### config.mk
export PLATFORM = sky130hd
export DESIGN_NAME = circle_inlier_select
export DESIGN_NICKNAME = d
export VERILOG_FILES = /design/src/sv/cis_pkg.sv /design/src/sv/cis_front.sv /design/src/sv/cis_fifo.sv /design/src/sv/cis_back.sv /design/src/sv/circle_inlier_select.sv
export SDC_FILE = /design/constraint.sdc
export NUM_CORES = 2
export LEC_CHECK = 0
export ABC_AREA = 0
export BUFFER_PORTS_ARGS = -buffer_cell sky130_fd_sc_hd__buf_4
export CAP_MARGIN = 10
export CORE_ASPECT_RATIO = 1.75
export CORE_MARGIN = 1
export CORE_UTILIZATION = 40
export CTS_BUF_LIST = sky130_fd_sc_hd__clkbuf_16
export DETAILED_ROUTE_END_ITERATION = 8
export HOLD_SLACK_MARGIN = 0.08
export PLACE_DENSITY = 0.66
export SYNTH_ARGS = -nofsm -noshare
export SYNTH_HDL_FRONTEND = slang
export SYNTH_SLANG_ARGS = --single-unit
### constraint.sdc
create_clock -name clk -period 8.6 [get_ports clk]
set_input_delay 0.86 -clock clk [delete_from_list [all_inputs] [get_ports clk]]
set_output_delay 0.86 -clock clk [all_outputs]
set_load 0.02 [all_outputs]
### src/sv/cis_pkg.sv
// Shared types and constants for the circle inlier select block.
`timescale 1ns / 1ps
`default_nettype none
package cis_pkg;
	localparam int MAX_POINTS = 256;
	localparam int COORD_BITS = 24;
	localparam int CNT_W      = $clog2(MAX_POINTS + 1);
	localparam int RAD_W      = 23;
	localparam int DIFF_W     = COORD_BITS;
	localparam int SQ_W       = 2 * DIFF_W;
	localparam int N_W        = SQ_W + 2;
	localparam int ROOT_W     = DIFF_W + 1;
	localparam int RES_W      = 26;
	localparam int FIFO_DEPTH = 4;
	localparam int PTR_W      = $clog2(FIFO_DEPTH);

	localparam logic [1:0] REG_CENTER_X  = 2'd0;
	localparam logic [1:0] REG_CENTER_Y  = 2'd1;
	localparam logic [1:0] REG_RADIUS    = 2'd2;
	localparam logic [1:0] REG_THRESHOLD = 2'd3;

	typedef struct packed {
		logic signed [COORD_BITS-1:0] point_x;
		logic signed [COORD_BITS-1:0] point_y;
		logic                         has_point;
		logic                         last_in_measure;
	} in_t;

	typedef struct packed {
		logic       found;
		logic [7:0] point_index;
	} out_t;

	typedef struct packed {
		logic signed [COORD_BITS-1:0] center_x;
		logic signed [COORD_BITS-1:0] center_y;
		logic [RAD_W-1:0]             radius;
		logic [RAD_W-1:0]             inlier_threshold;
	} cfg_t;

	typedef struct packed {
		logic            has_point;
		logic            last_in_measure;
		logic [SQ_W-1:0] dx2;
		logic [SQ_W-1:0] dy2;
	} entry_t;

	typedef struct packed {
		logic full;
		logic empty;
	} fifo_status_t;
endpackage
`default_nettype wire

### src/sv/cis_front.sv
// Front end: accepts points, forms squared center offsets.
`timescale 1ns / 1ps
`default_nettype none
module cis_front import cis_pkg::*; (
	input  wire logic   clk,
	input  wire logic   arst_n,
	input  wire logic   in_valid,
	output logic        in_stall,
	input  wire in_t    in_item,
	input  wire cfg_t   cfg,
	input  wire logic   fifo_full,
	output logic        push,
	output entry_t      push_entry
);
	logic              v_s1, v_s2;
	logic [DIFF_W-1:0] dx_s1, dy_s1;
	logic              has_s1, last_s1;
	entry_t            ent_s2;
	logic              adv1, adv2;
	logic signed [DIFF_W:0] diff_x, diff_y;

	assign adv2 = !v_s2 || !fifo_full;
	assign adv1 = !v_s1 || adv2;
	assign in_stall = !adv1;
	assign push = v_s2 && !fifo_full;
	assign push_entry = ent_s2;

	assign diff_x = {in_item.point_x[COORD_BITS-1], in_item.point_x}
		- {cfg.center_x[COORD_BITS-1], cfg.center_x};
	assign diff_y = {in_item.point_y[COORD_BITS-1], in_item.point_y}
		- {cfg.center_y[COORD_BITS-1], cfg.center_y};

	always_ff @(posedge clk or negedge arst_n) begin
		if (!arst_n) begin
			v_s1 <= 1'b0;
			v_s2 <= 1'b0;
		end else begin
			if (adv1) v_s1 <= in_valid;
			if (adv2) v_s2 <= v_s1;
		end
	end

	always_ff @(posedge clk) begin
		if (adv1 && in_valid) begin
			dx_s1   <= diff_x[DIFF_W] ? DIFF_W'(-diff_x) : diff_x[DIFF_W-1:0];
			dy_s1   <= diff_y[DIFF_W] ? DIFF_W'(-diff_y) : diff_y[DIFF_W-1:0];
			has_s1  <= in_item.has_point;
			last_s1 <= in_item.last_in_measure;
		end
		if (adv2 && v_s1) begin
			ent_s2.dx2             <= dx_s1 * dx_s1;
			ent_s2.dy2             <= dy_s1 * dy_s1;
			ent_s2.has_point       <= has_s1;
			ent_s2.last_in_measure <= last_s1;
		end
	end
endmodule
`default_nettype wire

### src/sv/cis_fifo.sv
// Short queue between front and back ends.
`timescale 1ns / 1ps
`default_nettype none
module cis_fifo import cis_pkg::*; (
	input  wire logic    clk,
	input  wire logic    arst_n,
	input  wire logic    push,
	input  wire entry_t  push_entry,
	input  wire logic    pop,
	output entry_t       head,
	output fifo_status_t status
);
	entry_t             mem_q [FIFO_DEPTH];
	logic [PTR_W-1:0]   wr_q, rd_q;
	logic [PTR_W:0]     cnt_q;

	assign status.full  = (cnt_q == (PTR_W+1)'(FIFO_DEPTH));
	assign status.empty = (cnt_q == '0);
	assign head = mem_q[rd_q];

	always_ff @(posedge clk or negedge arst_n) begin
		if (!arst_n) begin
			wr_q  <= '0;
			rd_q  <= '0;
			cnt_q <= '0;
		end else begin
			if (push) wr_q <= wr_q + 1'b1;
			if (pop)  rd_q <= rd_q + 1'b1;
			if (push && !pop)      cnt_q <= cnt_q + 1'b1;
			else if (pop && !push) cnt_q <= cnt_q - 1'b1;
		end
	end

	always_ff @(posedge clk) begin
		if (push) mem_q[wr_q] <= push_entry;
	end
endmodule
`default_nettype wire

### src/sv/cis_back.sv
// Back end: bit-serial square root, residual test, best tracking, result.
`timescale 1ns / 1ps
`default_nettype none
module cis_back import cis_pkg::*; (
	input  wire logic   clk,
	input  wire logic   arst_n,
	input  wire cfg_t   cfg,
	input  wire entry_t head,
	input  wire logic   fifo_empty,
	output logic        pop,
	output logic        out_valid,
	input  wire logic   out_stall,
	output out_t        out_item
);
	typedef enum logic [3:0] {
		ST_IDLE = 4'b0001,
		ST_ROOT = 4'b0010,
		ST_CMP  = 4'b0100,
		ST_EMIT = 4'b1000
	} state_t;

	state_t           st_q;
	logic [N_W-1:0]   n_q, root_q, bit_q, trial;
	logic             last_q;
	logic [RES_W-1:0] best_res_q, resid;
	logic [7:0]       best_pos_q;
	logic             have_best_q;
	logic [CNT_W-1:0] cnt_q;
	logic [ROOT_W-1:0] dist_val;
	logic             room;

	assign pop = (st_q == ST_IDLE) && !fifo_empty;
	assign room = cnt_q < CNT_W'(MAX_POINTS);
	assign trial = root_q + bit_q;
	assign dist_val = root_q[ROOT_W-1:0];
	assign resid = (dist_val >= ROOT_W'(cfg.radius))
		? RES_W'(dist_val - ROOT_W'(cfg.radius))
		: RES_W'(ROOT_W'(cfg.radius) - dist_val);

	always_ff @(posedge clk or negedge arst_n) begin
		if (!arst_n) begin
			st_q        <= ST_IDLE;
			out_valid   <= 1'b0;
			best_res_q  <= '1;
			best_pos_q  <= '0;
			have_best_q <= 1'b0;
			cnt_q       <= '0;
		end else begin
			// in ST_EMIT the emit arm alone drives out_valid
			if (out_valid && !out_stall && st_q != ST_EMIT) out_valid <= 1'b0;
			unique case (st_q)
				ST_IDLE: begin
					if (pop) begin
						last_q <= head.last_in_measure;
						if (head.has_point && room) begin
							n_q    <= N_W'(head.dx2) + N_W'(head.dy2);
							root_q <= '0;
							bit_q  <= N_W'(1) << (N_W - 2);
							st_q   <= ST_ROOT;
						end else if (!head.has_point || head.last_in_measure) begin
							st_q <= ST_EMIT;
						end
					end
				end
				ST_ROOT: begin
					if (n_q >= trial) begin
						n_q    <= n_q - trial;
						root_q <= (root_q >> 1) + bit_q;
					end else begin
						root_q <= root_q >> 1;
					end
					bit_q <= bit_q >> 2;
					if (bit_q[0]) st_q <= ST_CMP;
				end
				ST_CMP: begin
					if (resid < best_res_q && resid < RES_W'(cfg.inlier_threshold)) begin
						best_res_q  <= resid;
						best_pos_q  <= cnt_q[7:0];
						have_best_q <= 1'b1;
					end
					cnt_q <= cnt_q + 1'b1;
					st_q  <= last_q ? ST_EMIT : ST_IDLE;
				end
				ST_EMIT: begin
					if (!out_valid || !out_stall) begin
						out_valid            <= 1'b1;
						out_item.found       <= have_best_q;
						out_item.point_index <= have_best_q ? best_pos_q : 8'd0;
						best_res_q  <= '1;
						best_pos_q  <= '0;
						have_best_q <= 1'b0;
						cnt_q       <= '0;
						st_q        <= ST_IDLE;
					end
				end
				default: st_q <= ST_IDLE;
			endcase
		end
	end
endmodule
`default_nettype wire

### src/sv/circle_inlier_select.sv
// Top level of the circle inlier select block.
// Usage:
//  Input channel in_valid/in_stall/in_item carries one edge point per item,
//  with has_point and last_in_measure marking measure boundaries.
//  Output channel out_valid/out_stall/out_item gives one result per closed
//  measure: found and the point's position in the measure.
//  Configuration is a write port (cfg_we, cfg_index, cfg_data) for center
//  x/y, radius, inlier threshold. Write only while idle; the block does not check.
//  The front end takes one item per cycle into a two stage offset/square
//  pipeline and a four entry queue, except while the queue is full and
//  both stages are occupied. The back end works on a point in steps (one
//  dequeue, 25 root steps, one compare), paced by the bit-serial square
//  root, and takes no new point until it is through with the last; items
//  without work take a dequeue and, if they close a measure, an emit.
//  Reset clears the pipeline, queue, running best and config registers.
//  A stalled result holds in the output register; the queue then fills and
//  the input side stalls.
`timescale 1ns / 1ps
`default_nettype none
module circle_inlier_select import cis_pkg::*; (
	input  wire logic        clk,
	input  wire logic        arst_n,
	input  wire logic        in_valid,
	output logic             in_stall,
	input  wire in_t         in_item,
	output logic             out_valid,
	input  wire logic        out_stall,
	output out_t             out_item,
	input  wire logic        cfg_we,
	input  wire logic [1:0]  cfg_index,
	input  wire logic [23:0] cfg_data
);
	cfg_t         cfg_q;
	logic         push, pop;
	entry_t       push_entry, head;
	fifo_status_t fst;

	always_ff @(posedge clk or negedge arst_n) begin
		if (!arst_n) begin
			cfg_q <= '0;
		end else if (cfg_we) begin
			unique case (cfg_index)
				REG_CENTER_X:  cfg_q.center_x <= cfg_data;
				REG_CENTER_Y:  cfg_q.center_y <= cfg_data;
				REG_RADIUS:    cfg_q.radius <= cfg_data[RAD_W-1:0];
				REG_THRESHOLD: cfg_q.inlier_threshold <= cfg_data[RAD_W-1:0];
				default: ;
			endcase
		end
	end

	cis_front u_front (
		.clk, .arst_n, .in_valid, .in_stall, .in_item, .cfg(cfg_q),
		.fifo_full(fst.full), .push, .push_entry
	);

	cis_fifo u_fifo (
		.clk, .arst_n, .push, .push_entry, .pop, .head, .status(fst)
	);

	cis_back u_back (
		.clk, .arst_n, .cfg(cfg_q), .head, .fifo_empty(fst.empty), .pop,
		.out_valid, .out_stall, .out_item
	);

	a_no_overflow: assert property (@(posedge clk) disable iff (!arst_n)
		push |-> !fst.full) else $error("queue overflow");
	a_no_underflow: assert property (@(posedge clk) disable iff (!arst_n)
		pop |-> !fst.empty) else $error("queue underflow");
	a_index_zero: assert property (@(posedge clk) disable iff (!arst_n)
		(out_valid && !out_item.found) |-> (out_item.point_index == 8'd0))
		else $error("index set without inlier");
endmodule
`default_nettype wire

==> impl_metrics.env <==
export IMPL_outcome="completed"
export IMPL_min_period_over_period_pct=96.8
export IMPL_htreeDepth=3
export IMPL_maxCapViolations=0
export IMPL_die_h_um=585
export IMPL_worst_slack_ns=0.276
export IMPL_synth_top_cell_area_share_pct=25.7
export IMPL_dieWidth_um=335
export IMPL_row_count=213
export IMPL_root_buffer="clkbuf_16"
export IMPL_endpoint_kind="flop"
export IMPL_crit_type="reg -> reg"
export IMPL_dieArea_mm2=0.196
export IMPL_fin_worst_skew_ns=0.0399
export IMPL_ys_ff_latch=817
export IMPL_coreArea_mm2=0.193
export IMPL_grt_usage_pct=21.7
export IMPL_hpwl_mm=169
export IMPL_min_period_ns=8.32
export IMPL_area_growth_pct=8.80
export IMPL_num_io_pins=92
export IMPL_globalplace_congestion=0.956
export IMPL_fmax_mhz=120
export IMPL_drv_slew=0
export IMPL_syn_avg_cell_area_um2=10.5
export IMPL_crit_top_cell="fa_1"
export IMPL_worst_path_max_delay_cell="edfxtp_1"
export IMPL_yosys_top_cells_area="edfxtp_1 (26%), fa_1 (22%), ha_1 (10%)"
export IMPL_cp_max_fo=18
export IMPL_path_clk_slew_ns=0.08
export IMPL_first_pass_iters=5
export IMPL_report_final_setup_viol=0
export IMPL_numCtsBuffers=81
export IMPL_fin_setup_tns_ns=0
export IMPL_viasPerCell=5.29
export IMPL_grt_pass1_wl_mm=326
export IMPL_slowest_delay_ns=0.93
export IMPL_synth_main_ff_cell="edfxtp_1"
export IMPL_cp_required_ns=9.03
export IMPL_cts_sinks=817
export IMPL_clock_latency_ns=0.70
export IMPL_grt_max_degree=68
export IMPL_grt_pass1_vias=58528
export IMPL_pre_cts_ws_ns=0.429
export IMPL_cp_start_kind="flop"
export IMPL_antenna_found_initial=9
export IMPL_rsz0062_at_grt="no"
export IMPL_post_cts_buffers=0
export IMPL_floorplan_initialDensity_pct=40.3
export IMPL_drc=0
export IMPL_num_vias=53469
export IMPL_cts_tree="done"
export IMPL_portBuffers=91
export IMPL_syn_num_nets=8975
export IMPL_clock_path_buffers=3
export IMPL_path_cells="buf_4, and2_1, inv_1, fa_1, inv_1, fa_1, fa_1, fa_1, fa_1, fa_1, inv_1, fa_1, inv_1, ha_1, and3_1, nand2_1, or2_2, o22ai_1, or2_2, o21a_1, a221o_1, a221oi_1, or3_1, nand3_1"
export IMPL_ys_seq_area_share_pct=30.6
export IMPL_finalNetCount=9040
export IMPL_wire_per_inst_um=20.7
export IMPL_wl_mm=209
export IMPL_dp_cells=9954
export IMPL_stdcell_count=10099
export IMPL_drive_gt1_share_pct=8.50
export IMPL_hold_ws_ns=0.356
export IMPL_cp_arrival_ns=8.76
export IMPL_hold_viol=0
export IMPL_drtIter0Drc=2955
export IMPL_synth_edf_count=665
export IMPL_cts_resized=0
export IMPL_synthArstFlopShare_pct=18.6
export IMPL_slew_headroom_pct=20.5
export IMPL_hp_class="in -> reg"
export IMPL_synth_cell_types=99
export IMPL_globalRouteOverflowTotal=0
export IMPL_worst_pin_slew_ns=1.19
export IMPL_ys_warn_count=0
export IMPL_ant_nets=0
export IMPL_yosysTopAreaCell="edfxtp_1"
export IMPL_syn_inst=7393
export IMPL_synth_cell_area_mm2=0.0777
==> metal layers <==
layer  routed length [µm]  global-route usage (%)
met5                   20                       0
met4                14000                    12.9
met3                 6710                    1.95
met2               114000                    41.8
met1                74200                    22.6
==> synth_stat cells (125+ instances only) <==
library cell,count
a21o_1,181
a21oi_1,334
and2_1,285
clkbuf_1,207
dfrtp_1,125
edfxtp_1,665
fa_1,850
ha_1,651
inv_1,1418
nand2_1,599
nor2_1,287
o21ai_0,242
xnor2_1,232
xor2_1,134
==> cell type report <==
class | instances | area, µm²
multi-input cells | 4922 | 47800
fillers | 17990 | 108000
repair buffers | 218 | 1690
clock buffers | 85 | 2130
diodes | 4 | 10.0
inverters | 1418 | 5320
clock inverters | 55 | 552
well taps | 2580 | 3230
flip-flops and latches | 817 | 23800
==> cells by family after synthesis <==
logic type               count (synthesis)  share of synthesized area, %
buffers and inverters                 1654                          8.02
adder cells (fa/ha/maj)               1501                          32.4
XOR/XNOR                               368                          4.18
multiplexers                           214                          4.46
AND/OR/NAND/NOR                       1625                          10.2
flip-flops                             817                          30.6
AO/OA/AOI/OAI                         1214                          10.1
==> stage by stage <==
stage,cell area (µm²),utilization [%]
after global placement,81800,42.5
after global routing,84500,43.9
after detailed placement,81800,42.5
after floorplan,77800,-
after CTS,84500,43.9
final,84500,43.9
==> placed cells by master (no fill, tap or decap), drive strengths merged, types with 23 or more instances in the layout <==
cell type | synthesis | routed
mux2i | 23 | 23
mux4 | 96 | 96
inv | 1418 | 1434
a211oi | 51 | 51
nor3 | 54 | 54
nand4 | 48 | 48
dfstp | 27 | 27
xor2 | 134 | 134
clkbuf | 207 | 85
xnor2 | 233 | 233
nand3 | 82 | 82
o21a | 40 | 40
and2 | 285 | 285
or3 | 37 | 37
a21oi | 334 | 334
edfxtp | 665 | 665
dfrtp | 125 | 125
nand2 | 599 | 599
a31oi | 75 | 75
nor2b | 51 | 51
o31ai | 28 | 28
o21ai | 245 | 245
mux2 | 95 | 95
a21o | 181 | 181
ha | 651 | 651
buf | 29 | 217
nor2 | 287 | 287
and3 | 45 | 45
fa | 850 | 850
nand2b | 50 | 50
clkinv | 0 | 31
o21bai | 56 | 56
==> worst max-delay path, delay by kind of cell (launching register included) <==
| family | cells | cell delay [ns] |
|---|---|---|
| compound gates | 4 | 1.39 |
| fa+ha+maj | 8 | 3.98 |
| buf+inv | 5 | 0.51 |
| flops | 1 | 0.93 |
| simple gates | 7 | 1.22 |
==> final timing paths <==
path                                                   from                                to  slack [ns]  depth (start not counted)
min                                              in_item[1]          u_front.has_s1$_DFFE_PP_        0.36                          1
min reg2reg                u_front.push_entry[45]$_DFFE_PP_     u_fifo.mem_q[0][45]$_DFFE_PP_        0.49                          0
max reg2reg                     u_front.dx_s1[14]$_DFFE_PP_  u_front.push_entry[93]$_DFFE_PP_        0.28                         24
min in group asynchronous                            arst_n             cfg_q[89]$_DFFE_PN0P_        0.57                          2
max                             u_front.dx_s1[14]$_DFFE_PP_  u_front.push_entry[93]$_DFFE_PP_        0.28                         24
max in group asynchronous                            arst_n        u_fifo.rd_q[0]$_DFFE_PN0P_        6.76                          3
==> registers in the layout, summed over array words and instances, names as in the netlist, 2 cells and up <==
signal	count
u_fifo.mem_q	384
u_back.n_q	50
u_back.best_res_q	26
u_front.dy_s1	24
u_fifo.cnt_q	3
u_back.st_q	4
u_back.best_pos_q	8
u_front.push_entry	96
u_back.bit_q	25
u_back.root_q	50
u_front.dx_s1	24
u_fifo.rd_q	2
u_fifo.wr_q	2
u_back.cnt_q	9
u_back.out_item	9
cfg_q	94
==> repair_timing <==
item,in CTS,in global routing
endpoints found under the setup margin,0,0
hold buffers,1,0
endpoints found under the hold margin,19,0
Power is left out: the tool's default activity adds up to more than one toggle a clock period on the data nets, which glitch-free logic cannot reach.
